`config.mk`:
```
export PLATFORM = sky130hd
export DESIGN_NAME = object_pool_allocator_core
export DESIGN_NICKNAME = d
export VERILOG_FILES = /design/src/rtl/core/opa_pkg.sv /design/src/rtl/core/opa_ram.sv /design/src/rtl/core/object_pool_allocator_core.sv
export VERILOG_INCLUDE_DIRS = /design/src /design/src/rtl/core
export SDC_FILE = /design/constraint.sdc
export NUM_CORES = 1
export LEC_CHECK = 0
export BUFFER_PORTS_ARGS = -buffer_cell sky130_fd_sc_hd__buf_2
export CORE_ASPECT_RATIO = 0.9
export CORE_UTILIZATION = 25
export DETAILED_ROUTE_END_ITERATION = 6
export PLACE_DENSITY_LB_ADDON = 0.12
export SETUP_SLACK_MARGIN = 0.1
export SYNTH_ARGS = -nofsm -noshare
export SYNTH_HDL_FRONTEND = slang
export SYNTH_SLANG_ARGS = --single-unit
```
`constraint.sdc`:
```
create_clock -name clk -period 5.71 [get_ports clk]
set_clock_uncertainty 0.05 [all_clocks]
set_input_delay 0.2855 -clock clk [delete_from_list [all_inputs] [get_ports clk]]
set_output_delay 0.2855 -clock clk [all_outputs]
set_load 0.02 [all_outputs]
```
`src/rtl/core/object_pool_allocator_core_assert.svh`:
```
// Assertion helpers, clocked on clk and disabled while arst_n is low.
`ifndef OBJECT_POOL_ALLOCATOR_CORE_ASSERT_SVH
`define OBJECT_POOL_ALLOCATOR_CORE_ASSERT_SVH

// same-cycle implication
`define OPA_ASSERT_IMP(label, ante, cons) \
label: assert property (@(posedge clk) disable iff (!arst_n) (ante) |-> (cons)) \
	else $error("assertion failed");

// next-cycle implication
`define OPA_ASSERT_NXT(label, ante, cons) \
label: assert property (@(posedge clk) disable iff (!arst_n) (ante) |=> (cons)) \
	else $error("assertion failed");

`endif

```
`src/rtl/core/opa_pkg.sv`:
```
package opa_pkg;

	localparam int POOL_SIZE = 64;
	localparam int IDX_W = 6;
	localparam int OUT_W = 7;
	localparam int LW = $clog2(POOL_SIZE + 1);
	localparam int AW = $clog2(POOL_SIZE);
	localparam int CW = (LW > IDX_W) ? LW : IDX_W;

	typedef logic [LW-1:0] link_t;
	typedef logic [AW-1:0] addr_t;
	typedef logic [CW-1:0] cmp_t;

	localparam link_t NIL = link_t'(POOL_SIZE);

	typedef enum logic [1:0] {
		KIND_ACT_FRONT,
		KIND_ACT_BACK,
		KIND_DEACT,
		KIND_DEACT_ALL
	} kind_t;

	typedef enum logic [1:0] {
		STAT_OK,
		STAT_EXHAUSTED,
		STAT_EMPTY,
		STAT_NOT_ACTIVE
	} status_t;

endpackage

```
`src/rtl/core/opa_ram.sv`:
```
module opa_ram #(
	parameter int WIDTH = 8,
	parameter int DEPTH = 64
) (
	input  logic                     clk,
	input  logic                     we,
	input  logic [$clog2(DEPTH)-1:0] waddr,
	input  logic [WIDTH-1:0]         wdata,
	input  logic [$clog2(DEPTH)-1:0] raddr,
	output logic [WIDTH-1:0]         rdata
);

	logic [WIDTH-1:0] mem [DEPTH];

	always_ff @(posedge clk) begin
		if (we) begin
			mem[waddr] <= wdata;
		end
		rdata <= mem[raddr];
	end

endmodule

```
`src/rtl/core/object_pool_allocator_core.sv`:
```
// Object pool allocator. Issue an item with start while busy is low; the result appears for
// exactly one cycle with done high and cannot be stalled. Activate passes through S_ACT,
// deactivate of one slot through S_DEL1 and S_DEL2; an item rejected with exhausted pool or
// empty active list answers straight from S_IDLE. Deactivate-all walks the list in S_WALK,
// one list step per cycle. The link memories have a registered read and a single write
// port. Untouched slots are tracked by a fill count, so no clearing pass follows reset.
`include "object_pool_allocator_core_assert.svh"

module object_pool_allocator_core (
	input  logic                        clk,
	input  logic                        arst_n,
	input  logic                        start,
	output logic                        busy,
	input  logic [1:0]                  kind,
	input  logic [opa_pkg::IDX_W-1:0]   member_index,
	output logic                        done,
	output logic [opa_pkg::OUT_W-1:0]   slot_index,
	output logic [1:0]                  status,
	output logic [opa_pkg::OUT_W-1:0]   active_count
);

	typedef enum logic [2:0] {
		S_IDLE,
		S_ACT,
		S_DEL1,
		S_DEL2,
		S_WALK
	} state_t;

	state_t          state_q;
	opa_pkg::link_t  fh_q;
	opa_pkg::link_t  head_q;
	opa_pkg::link_t  tail_q;
	opa_pkg::link_t  live_q;
	opa_pkg::link_t  fresh_q;
	opa_pkg::link_t  slot_q;
	opa_pkg::link_t  cur_q;
	opa_pkg::link_t  old_head_q;
	logic            fresh_hit_q;
	logic            front_link_q;
	logic            touched_q;

	logic                  nx_we, pv_we, pv_act;
	opa_pkg::addr_t        nx_waddr, pv_waddr, nx_raddr, idx_addr;
	opa_pkg::link_t        nx_wdata, pv_wdata, next_rd, prev_rd;
	logic [opa_pkg::LW:0]  pv_rd;
	logic                  act_rd;

	logic accept, is_act, fh_nil, list_empty, act_go, back_link, del_ok;

	// prev link and active flag share one entry
	assign prev_rd    = pv_rd[opa_pkg::LW-1:0];
	assign act_rd     = pv_rd[opa_pkg::LW];

	assign busy       = (state_q != S_IDLE);
	assign accept     = start && !busy;
	assign is_act     = (kind == opa_pkg::KIND_ACT_FRONT) || (kind == opa_pkg::KIND_ACT_BACK);
	assign fh_nil     = (fh_q == opa_pkg::NIL);
	assign list_empty = (head_q == opa_pkg::NIL);
	assign act_go     = accept && is_act && !fh_nil;
	assign back_link  = act_go && (kind == opa_pkg::KIND_ACT_BACK) && !list_empty;
	assign del_ok     = (state_q == S_DEL1) && touched_q && act_rd;
	assign idx_addr   = opa_pkg::addr_t'(member_index);

	always_comb begin
		nx_we    = 1'b0;
		nx_waddr = '0;
		nx_wdata = opa_pkg::NIL;
		pv_we    = 1'b0;
		pv_waddr = '0;
		pv_wdata = opa_pkg::NIL;
		pv_act   = 1'b0;
		case (kind)
			opa_pkg::KIND_DEACT:     nx_raddr = idx_addr;
			opa_pkg::KIND_DEACT_ALL: nx_raddr = opa_pkg::addr_t'(head_q);
			default:                 nx_raddr = opa_pkg::addr_t'(fh_q);
		endcase
		case (state_q)
			S_IDLE: begin
				if (act_go) begin
					pv_we    = 1'b1;
					pv_waddr = opa_pkg::addr_t'(fh_q);
					pv_wdata = back_link ? tail_q : opa_pkg::NIL;
					pv_act   = 1'b1;
				end
				if (back_link) begin
					nx_we    = 1'b1;
					nx_waddr = opa_pkg::addr_t'(tail_q);
					nx_wdata = fh_q;
				end
			end
			S_ACT: begin
				nx_we    = 1'b1;
				nx_waddr = opa_pkg::addr_t'(slot_q);
				nx_wdata = front_link_q ? old_head_q : opa_pkg::NIL;
				if (front_link_q) begin
					pv_we    = 1'b1;
					pv_waddr = opa_pkg::addr_t'(old_head_q);
					pv_wdata = slot_q;
					pv_act   = 1'b1;
				end
			end
			S_DEL1: begin
				if (del_ok) begin
					if (prev_rd != opa_pkg::NIL) begin
						nx_we    = 1'b1;
						nx_waddr = opa_pkg::addr_t'(prev_rd);
						nx_wdata = next_rd;
					end
					if (next_rd != opa_pkg::NIL) begin
						pv_we    = 1'b1;
						pv_waddr = opa_pkg::addr_t'(next_rd);
						pv_wdata = prev_rd;
						pv_act   = 1'b1;
					end
				end
			end
			S_DEL2: begin
				nx_we    = 1'b1;
				nx_waddr = opa_pkg::addr_t'(slot_q);
				nx_wdata = fh_q;
				pv_we    = 1'b1;
				pv_waddr = opa_pkg::addr_t'(slot_q);
			end
			S_WALK: begin
				nx_raddr = opa_pkg::addr_t'(next_rd);
				nx_we    = 1'b1;
				nx_waddr = opa_pkg::addr_t'(cur_q);
				nx_wdata = fh_q;
				pv_we    = 1'b1;
				pv_waddr = opa_pkg::addr_t'(cur_q);
			end
			default: begin
			end
		endcase
	end

	opa_ram #(.WIDTH(opa_pkg::LW), .DEPTH(opa_pkg::POOL_SIZE)) u_next_ram (
		.clk   (clk),
		.we    (nx_we),
		.waddr (nx_waddr),
		.wdata (nx_wdata),
		.raddr (nx_raddr),
		.rdata (next_rd)
	);

	opa_ram #(.WIDTH(opa_pkg::LW + 1), .DEPTH(opa_pkg::POOL_SIZE)) u_prev_ram (
		.clk   (clk),
		.we    (pv_we),
		.waddr (pv_waddr),
		.wdata ({pv_act, pv_wdata}),
		.raddr (idx_addr),
		.rdata (pv_rd)
	);

	always_ff @(posedge clk or negedge arst_n) begin
		if (!arst_n) begin
			state_q      <= S_IDLE;
			fh_q         <= '0;
			head_q       <= opa_pkg::NIL;
			tail_q       <= opa_pkg::NIL;
			live_q       <= '0;
			fresh_q      <= '0;
			slot_q       <= '0;
			cur_q        <= '0;
			old_head_q   <= '0;
			fresh_hit_q  <= 1'b0;
			front_link_q <= 1'b0;
			touched_q    <= 1'b0;
			done         <= 1'b0;
			slot_index   <= '0;
			status       <= opa_pkg::STAT_OK;
			active_count <= '0;
		end else begin
			done <= 1'b0;
			case (state_q)
				S_IDLE: begin
					if (accept) begin
						if (is_act) begin
							if (fh_nil) begin
								done         <= 1'b1;
								slot_index   <= opa_pkg::OUT_W'(opa_pkg::NIL);
								status       <= opa_pkg::STAT_EXHAUSTED;
								active_count <= opa_pkg::OUT_W'(live_q);
							end else begin
								slot_q       <= fh_q;
								fresh_hit_q  <= (fh_q == fresh_q);
								if (fh_q == fresh_q) begin
									fresh_q <= opa_pkg::link_t'(fresh_q + 1'b1);
								end
								front_link_q <= (kind == opa_pkg::KIND_ACT_FRONT) && !list_empty;
								old_head_q   <= head_q;
								live_q       <= opa_pkg::link_t'(live_q + 1'b1);
								if (list_empty) begin
									head_q <= fh_q;
									tail_q <= fh_q;
								end else if (kind == opa_pkg::KIND_ACT_FRONT) begin
									head_q <= fh_q;
								end else begin
									tail_q <= fh_q;
								end
								state_q <= S_ACT;
							end
						end else if (list_empty) begin
							done         <= 1'b1;
							slot_index   <= opa_pkg::OUT_W'(opa_pkg::NIL);
							status       <= opa_pkg::STAT_EMPTY;
							active_count <= opa_pkg::OUT_W'(live_q);
						end else if (kind == opa_pkg::KIND_DEACT) begin
							touched_q <= opa_pkg::cmp_t'(member_index) < opa_pkg::cmp_t'(fresh_q);
							slot_q    <= opa_pkg::link_t'(member_index);
							state_q   <= S_DEL1;
						end else begin
							cur_q   <= head_q;
							state_q <= S_WALK;
						end
					end
				end
				S_ACT: begin
					fh_q         <= fresh_hit_q ? opa_pkg::link_t'(slot_q + 1'b1) : next_rd;
					done         <= 1'b1;
					slot_index   <= opa_pkg::OUT_W'(slot_q);
					status       <= opa_pkg::STAT_OK;
					active_count <= opa_pkg::OUT_W'(live_q);
					state_q      <= S_IDLE;
				end
				S_DEL1: begin
					if (!del_ok) begin
						done         <= 1'b1;
						slot_index   <= opa_pkg::OUT_W'(opa_pkg::NIL);
						status       <= opa_pkg::STAT_NOT_ACTIVE;
						active_count <= opa_pkg::OUT_W'(live_q);
						state_q      <= S_IDLE;
					end else begin
						if (prev_rd == opa_pkg::NIL) begin
							head_q <= next_rd;
						end
						if (next_rd == opa_pkg::NIL) begin
							tail_q <= prev_rd;
						end
						live_q  <= opa_pkg::link_t'(live_q - 1'b1);
						state_q <= S_DEL2;
					end
				end
				S_DEL2: begin
					fh_q         <= slot_q;
					done         <= 1'b1;
					slot_index   <= opa_pkg::OUT_W'(slot_q);
					status       <= opa_pkg::STAT_OK;
					active_count <= opa_pkg::OUT_W'(live_q);
					state_q      <= S_IDLE;
				end
				S_WALK: begin
					fh_q   <= cur_q;
					live_q <= opa_pkg::link_t'(live_q - 1'b1);
					if (next_rd == opa_pkg::NIL) begin
						head_q       <= opa_pkg::NIL;
						tail_q       <= opa_pkg::NIL;
						done         <= 1'b1;
						slot_index   <= opa_pkg::OUT_W'(opa_pkg::NIL);
						status       <= opa_pkg::STAT_OK;
						active_count <= opa_pkg::OUT_W'(opa_pkg::link_t'(live_q - 1'b1));
						state_q      <= S_IDLE;
					end else begin
						cur_q <= next_rd;
					end
				end
				default: begin
					state_q <= S_IDLE;
				end
			endcase
		end
	end

	`OPA_ASSERT_IMP(a_done_in_idle, done, state_q == S_IDLE)
	`OPA_ASSERT_IMP(a_empty_iff_zero, 1'b1, (head_q == opa_pkg::NIL) == (live_q == '0))
	`OPA_ASSERT_IMP(a_nofree_all_touched, fh_nil, fresh_q == opa_pkg::link_t'(opa_pkg::POOL_SIZE))
	`OPA_ASSERT_NXT(a_exhausted_result, accept && is_act && fh_nil, done && (status == opa_pkg::STAT_EXHAUSTED))

endmodule

```
* Word level (Yosys, flattened, before mapping)
Memory sizes are Yosys's and may differ from the RTL's. A register that Yosys moved wholly into a read port is not among the register bits.
Cells that the tools add are included.
** Word-level totals
- Word-level logic and storage cells :: 198
- Memories :: 2
- Input port bits :: 11
- Register bits after elaboration :: 79
- RAM bits :: 960
- Output and inout port bits :: 18
** Memories
- u_prev_ram.mem :: depth 64, bits a word 8, rd ports 1, clocked after memory_dff 1, write ports 1, RTL line opa_ram.sv:13 : logic [WIDTH-1:0] mem [DEPTH];
- u_next_ram.mem :: depth 64, bits a word 7, rd ports 1, clocked after memory_dff 1, write ports 1, RTL line opa_ram.sv:13
** Cells by class
- Bitwise operators :: 3
- Reductions and logical operators :: 33
- $lt $le $gt $ge :: 1
- Equal/unequal tests :: 34
- Multiplexer cells :: 105
- Add/subtract/negate cells :: 4
** Operators by type and width (number)
- $mux 7 :: 49
- $pmux 7 s3 :: 5
- $pmux 7 s4 :: 3
- $mux 6 :: 8
- $pmux 6 s5 :: 1
- $eq 7x7->1 const B :: 4
- $ne 2x2->1 const B :: 12
- $pmux 6 s4 :: 1
- $add 7x1->7 const B :: 3
- $reduce_and 5->1 :: 4
- $mux 3 :: 6
- $ne 3x3->1 const B :: 6
- $mux 1 :: 17
- $reduce_and 8->1 :: 2
- $mux 2 :: 7
- $ne 7x7->1 const B :: 2
- $pmux 7 s2 :: 1
- $pmux 6 s2 :: 1
- $reduce_and 6->1 :: 2
- $pmux 3 s3 :: 1
- $reduce_bool 3->1 :: 3
- $logic_and 1x1->1 :: 8
- $pmux 1 s4 :: 2
- $pmux 2 s4 :: 1
- 20 further kinds :: 31

* Depth between registers and ports, before layout
- Depth after elaboration :: 11
- Mapped depth :: 12
- Gate-level depth less buffers :: 9

* Hierarchy
A second synthesis with hierarchy kept.
** Unflattened totals
- Cell total of the unflattened synthesis :: 2339
- Area, all modules :: 43025.0 µm²
** By module, submodules not included
- opa_ram at u_prev_ram :: cells an instance 940, times used 1, area an instance 20166.8 µm², sequential area each 15534.9 µm²
- opa_ram at u_next_ram :: cells an instance 837, times used 1, area an instance 17673.2 µm², sequential area each 13593.0 µm²
- object_pool_allocator_core :: cells an instance 562, times used 1, area an instance 5185.0 µm², sequential area each 1979.4 µm²

* Worst setup path before layout
OpenSTA, ideal clock, no wires.
- Path kind :: register -> register
- Start :: register head_q[6]
- End :: memory u_prev_ram.mem[0][6] (data pin)
- Clock period less this slack :: 5.107 ns
- Cell stages (with the launch flop) :: 8
- Buffers on the path :: 2
- Arrival time :: 4.355 ns
- Data required time :: 4.958 ns
- Setup time :: 0.702 ns
- Setup slack :: 0.603 ns
- Cells stage by stage :: dfstp_2 or4b_1 nor4_2 nor2_1 and3_4 buf_6 buf_2 o21ai_0
** On the way
- Cells in the longest elaborated chain, start to end :: 6
** Ends and longest elaborated chain
- start, declared :: RTL line object_pool_allocator_core.sv:32 : opa_pkg::link_t head_q;
- start signal, assigned :: RTL line object_pool_allocator_core.sv:160 : head_q <= opa_pkg::NIL;
- start signal, assigned :: RTL line object_pool_allocator_core.sv:195 : head_q <= fh_q;
- start signal, assigned :: RTL line object_pool_allocator_core.sv:198 : head_q <= fh_q;
- $eq 7x7->1 :: RTL line object_pool_allocator_core.sv:59 : assign list_empty = (head_q == opa_pkg::NIL);
- $logic_not 1->1 :: RTL line object_pool_allocator_core.sv:61 : assign back_link = act_go && (kind == opa_pkg::KIND_ACT_BACK) && !list_empty;
- $logic_and 1x1->1 :: RTL line object_pool_allocator_core.sv:61
- $mux 7 :: RTL line object_pool_allocator_core.sv:83 : pv_wdata = back_link ? tail_q : opa_pkg::NIL;
- $mux 7 :: RTL line object_pool_allocator_core.sv:80 : if (act_go) begin
- $pmux 7 s3 :: RTL line object_pool_allocator_core.sv:78 : case (state_q)
- via pv_wdata[6] :: RTL line object_pool_allocator_core.sv:45 : opa_pkg::link_t nx_wdata, pv_wdata, next_rd, prev_rd;
- end, declared :: RTL line opa_ram.sv:13
The timed path passes the listed nets, and every way through them passes these cells.

* Worst setup path after layout
- Start :: register state_q[1]
- End :: memory u_next_ram.mem[63][2] in the netlist's numbering, enable pin
** On the way
- Cells in the longest elaborated chain, start to end :: 11
- Elaborated cells between the ends (all ways) :: 24
- Classes of those cells :: eq/ne: 4; mux: 8; reduce/logical: 12
** Ends and longest elaborated chain
- start, declared :: RTL line object_pool_allocator_core.sv:30 : state_t state_q;
- start signal, assigned :: RTL line object_pool_allocator_core.sv:158 : state_q <= S_IDLE;
- start signal, assigned :: RTL line object_pool_allocator_core.sv:202 : state_q <= S_ACT;
- start signal, assigned :: RTL line object_pool_allocator_core.sv:212 : state_q <= S_DEL1;
- $reduce_bool 3->1 :: RTL line object_pool_allocator_core.sv:55 : assign busy = (state_q != S_IDLE);
- $logic_not 1->1 :: RTL line object_pool_allocator_core.sv:56 : assign accept = start && !busy;
- $logic_and 1x1->1 :: RTL line object_pool_allocator_core.sv:56
- $logic_and 1x1->1 (2 in a row) :: RTL line object_pool_allocator_core.sv:60 : assign act_go = accept && is_act && !fh_nil;
- $logic_and 1x1->1 (2 in a row) :: RTL line object_pool_allocator_core.sv:61
- $mux 1 :: RTL line object_pool_allocator_core.sv:86 : if (back_link) begin
- $pmux 1 s3 :: RTL line object_pool_allocator_core.sv:78
- $mux 1 :: RTL line opa_ram.sv:16 : if (we) begin
- $mux 1 (not written as such) :: RTL line opa_ram.sv:17 : mem[waddr] <= wdata;
- end, declared :: RTL line opa_ram.sv:13
Parallel ways exist; a longest one is shown, timed or not.

==> out/summary.txt <==
#FFs+latches synth: 1054
CP max FO: 22
Routability Congestion: 0.840
CTS tree: built
setup TNS: 0 ns
vias in the first global route: 24500
total congestion overflow: 0
largest net degree at the start of global routing: 138
Net Sw Frac: 34.4%
critical path required time: 6.03 ns
crit share post-route: 81.6%
post-synth cell types: 69
DR iter-0 viols: 1954
H-tree depth: 3
Pleak: 16.4 nW
cell chain of the critical path: nor3_1 > clkinv_1 > nor2_1 > and3_4 > a221o_1 > nand3_1 > nor2_1
Internal: 16.0 mW
antenna-violating nets left: 0
Main synth FF type: edfxtp_1
TritonCTS Buffers: 117
CP max stage delay: 0.78 ns
Cell Area, Synth: 42600 um^2
clk_lat worst skew: 0.75 ns
Hold Crit Class: in2reg
DP HPWL: 80000 um
share of layout cells above drive strength 1: 17.4%
cell repeated most along the worst path: nor2_1
EDFF count, synth: 960
via count: 23900
DIE AREA: 172000 um^2
Final nets: 2707
crit path DAT: 4.98 ns
Clock Tree Buf Depth: 3
Peak supply drop: 334 uV
Clk pwr share: 31.8%
clock sink total: 1054
Max Cap Viol: 0
synth warn: 0
final wirelength: 127000 um
Rows: 143
startpoint types: flop
Root Buffer: clkbuf_16
residual DRC count: 10
Via density: 4.74
asr flop ratio synth: 7.50%
first-pass GRT wire length: 183000 um
CP Buf/Inv Count: 1
fin crit period: 4.66 ns
Syn Area/Cell: 16.2 um^2
Clock Pin Slew Worst Setup and Hold Paths: 0.06 ns
worst slew pin tran: 1.25 ns
most frequent cell after synthesis: edfxtp_1
top cells by area in the synthesized netlist: edfxtp_1 68%, mux4_2 8.9%, dfrtp_1 4.5%
port bufs: 28
Die Height: 394 um
endpoints failing setup: 0
Core Box Area: 169000 um^2
Seq/Total Area, Yosys: 73.0%
Setup WS post-layout: 1.05 ns
dpl ws: 1.10 ns
crit path kind: reg2reg
GRT Total Usage: 14.6%
critical path's top delay family: simple AND/OR/NAND/NOR gates
part of the power in combinational logic: 26.4%
RSZ-0062 raised after global routing: false
# IOs: 29
fillcell total: 16700
net load switching power: 8.40 mW
area grow syn2layout: 16.4%
Worst setup EP type: flop
Gate Count Post-Synth: 2636
post-synth top area share: 67.6%
outcome: complete, but fails checks
syn_nets: 2656
Die X: 437 um
Synth area leader: edfxtp_1
final core utilization: 29.4%
number of gates resized after CTS: 0
Final Max Tran Viols: 0
Post-synth top cells: 960 x edfxtp_1, 403 x nand2_1, 168 x mux4_2
worst-path cell with the longest stage delay: nor2_1
Sequential Power Share: 41.8%
Slew headroom: 16.6%
Initial Util: 25.2%
failing checks: design-rule violations
mean routed wirelength per cell: 25.3 um
PD cells: 491 nW/um^2
Max Freq: 215 MHz
1st-pass router iterations: 7
initial antenna violation count: 7
Hold Vio Cnt, Final: 0
==> worst reg2reg max path, stage by stage (launching register included) <==
cell and delay [ns]:
dfrtp_1 0.65, nor3_1 0.47, clkinv_1 0.36, nor2_1 0.34, and3_4 0.46, a221o_1 0.41
nand3_1 0.77, nor2_1 0.79
==> kinds of logic (layout without fill, tap and decap cells) <==
family,after synthesis,after routing,share of synthesized area (%)
AOI/OAI and AO/OA,266,266,4.51
other,0,4,0
adders and majority gates,9,9,0.264
and+or+nand+nor,812,812,8.40
buffers and inverters,188,341,1.80
xor gates and xnor gates,29,29,0.596
muxes,278,278,11.5
DFF,1054,1054,73.0
==> metal layers <==
layer / track usage [%] / up-vias / routed length [um]
met3: 2.77 / 182 / 6960
met2: 22.5 / 725 / 57600
met1: 21.2 / 12600 / 60100
met5: 0 / - / 0
li1: - / 10400 / -
met4: 3.55 / 0 / 2780
==> power groups by stage <==
| stage | Combinational (mW) | Sequential, mW | Clock (mW) |
|---|---|---|---|
| detailed placement | 6.55 | 10.3 | 0 |
| finish | 6.44 | 10.2 | 7.75 |
| global route | 6.98 | 10.3 | 8.21 |
| global placement | 6.54 | 10.3 | 0 |
| floorplan | 3.84 | 10.1 | 0 |
| CTS | 6.57 | 10.2 | 7.94 |
==> metrics by stage <==
stage,total power [mW],area [um^2],instances,hold slack [ns]
after floorplan,13.9,42600,2636,-0.0601
after global placement,16.9,45600,4813,0.413
after detailed placement,16.9,45600,4813,0.420
after CTS,24.7,49600,5036,0.0275
after global routing,25.4,49600,5036,0.0622
final,24.4,49600,5040,0.107
==> sequential cells by signal, indices dropped and copies added, names as in the netlist <==
signal            count
tail_q                7
u_prev_ram.mem      512
u_next_ram.mem      448
u_next_ram.rdata      7
active_count          7
fresh_q               7
touched_q             1
fresh_hit_q           1
cur_q                 7
state_q               3
old_head_q            7
u_prev_ram.rdata      8
slot_q                7
slot_index            7
done                  1
fh_q                  7
live_q                7
front_link_q          1
head_q                7
status                2
==> layout by cell type (no fill, tap or decap), types with 10 or more instances in the layout <==
cell       synthesis  layout
clkinv_1           1      24
a222oi_1          40      40
and3_1            17      17
buf_4              0      55
clkbuf_16          0     117
xnor2_1           19      19
o21ai_0           41      40
a21o_1            10      10
xor2_1            10      10
a221o_1           11      11
mux4_2           168     168
inv_1             27      16
dfxtp_1           15      15
edfxtp_1         960     960
buf_2             38      25
a22oi_1           19      19
mux2i_1          108     108
clkinv_2           0      22
dfrtp_1           77      77
nand3_1          127     126
nor2_1           167     166
nand2_1          403     403
bufinv_16          0      16
clkbuf_1          99      23
a21oi_1           48      47
nand4_1           37      37
a31oi_1           44      44
inv_2              0      11
==> path summary, 6_finish.rpt <==
path / endpoint / slack, ns / start / cells past startpoint
min reg2reg: touched_q / 0.43 / touched_q / 2
max reg2reg: u_next_ram.mem[63][2] / 1.05 / state_q[1] / 7
max in group asynchronous: fresh_q[2] / 4.57 / arst_n / 2
max: u_next_ram.mem[63][2] / 1.05 / state_q[1] / 7
min in group asynchronous: live_q[6] / 0.24 / arst_n / 2
min: u_prev_ram.rdata[0] / 0.11 / member_index[4] / 2
==> what timing repair did <==
action | CTS | global route
setup buffers | 0 | 0
hold buffers | 2 | 0
endpoints found under the hold margin | 80 | 0
==> area by class of cell <==
| type | instances | area [um^2] | area share, % |
|---|---|---|---|
| Inverter | 28 | 105 | 0.212 |
| Clock inverter | 77 | 920 | 1.85 |
| Multi-Input combinational cell | 1394 | 10900 | 21.9 |
| Tap cell | 2247 | 2810 | 5.66 |
| Clock buffer | 144 | 3070 | 6.18 |
| Antenna cell | 4 | 10.0 | 0.0202 |
| Timing Repair Buffer | 92 | 743 | 1.50 |
| Sequential cell | 1054 | 31100 | 62.7 |
No activity file was read; power rests on OpenSTA's default activity.
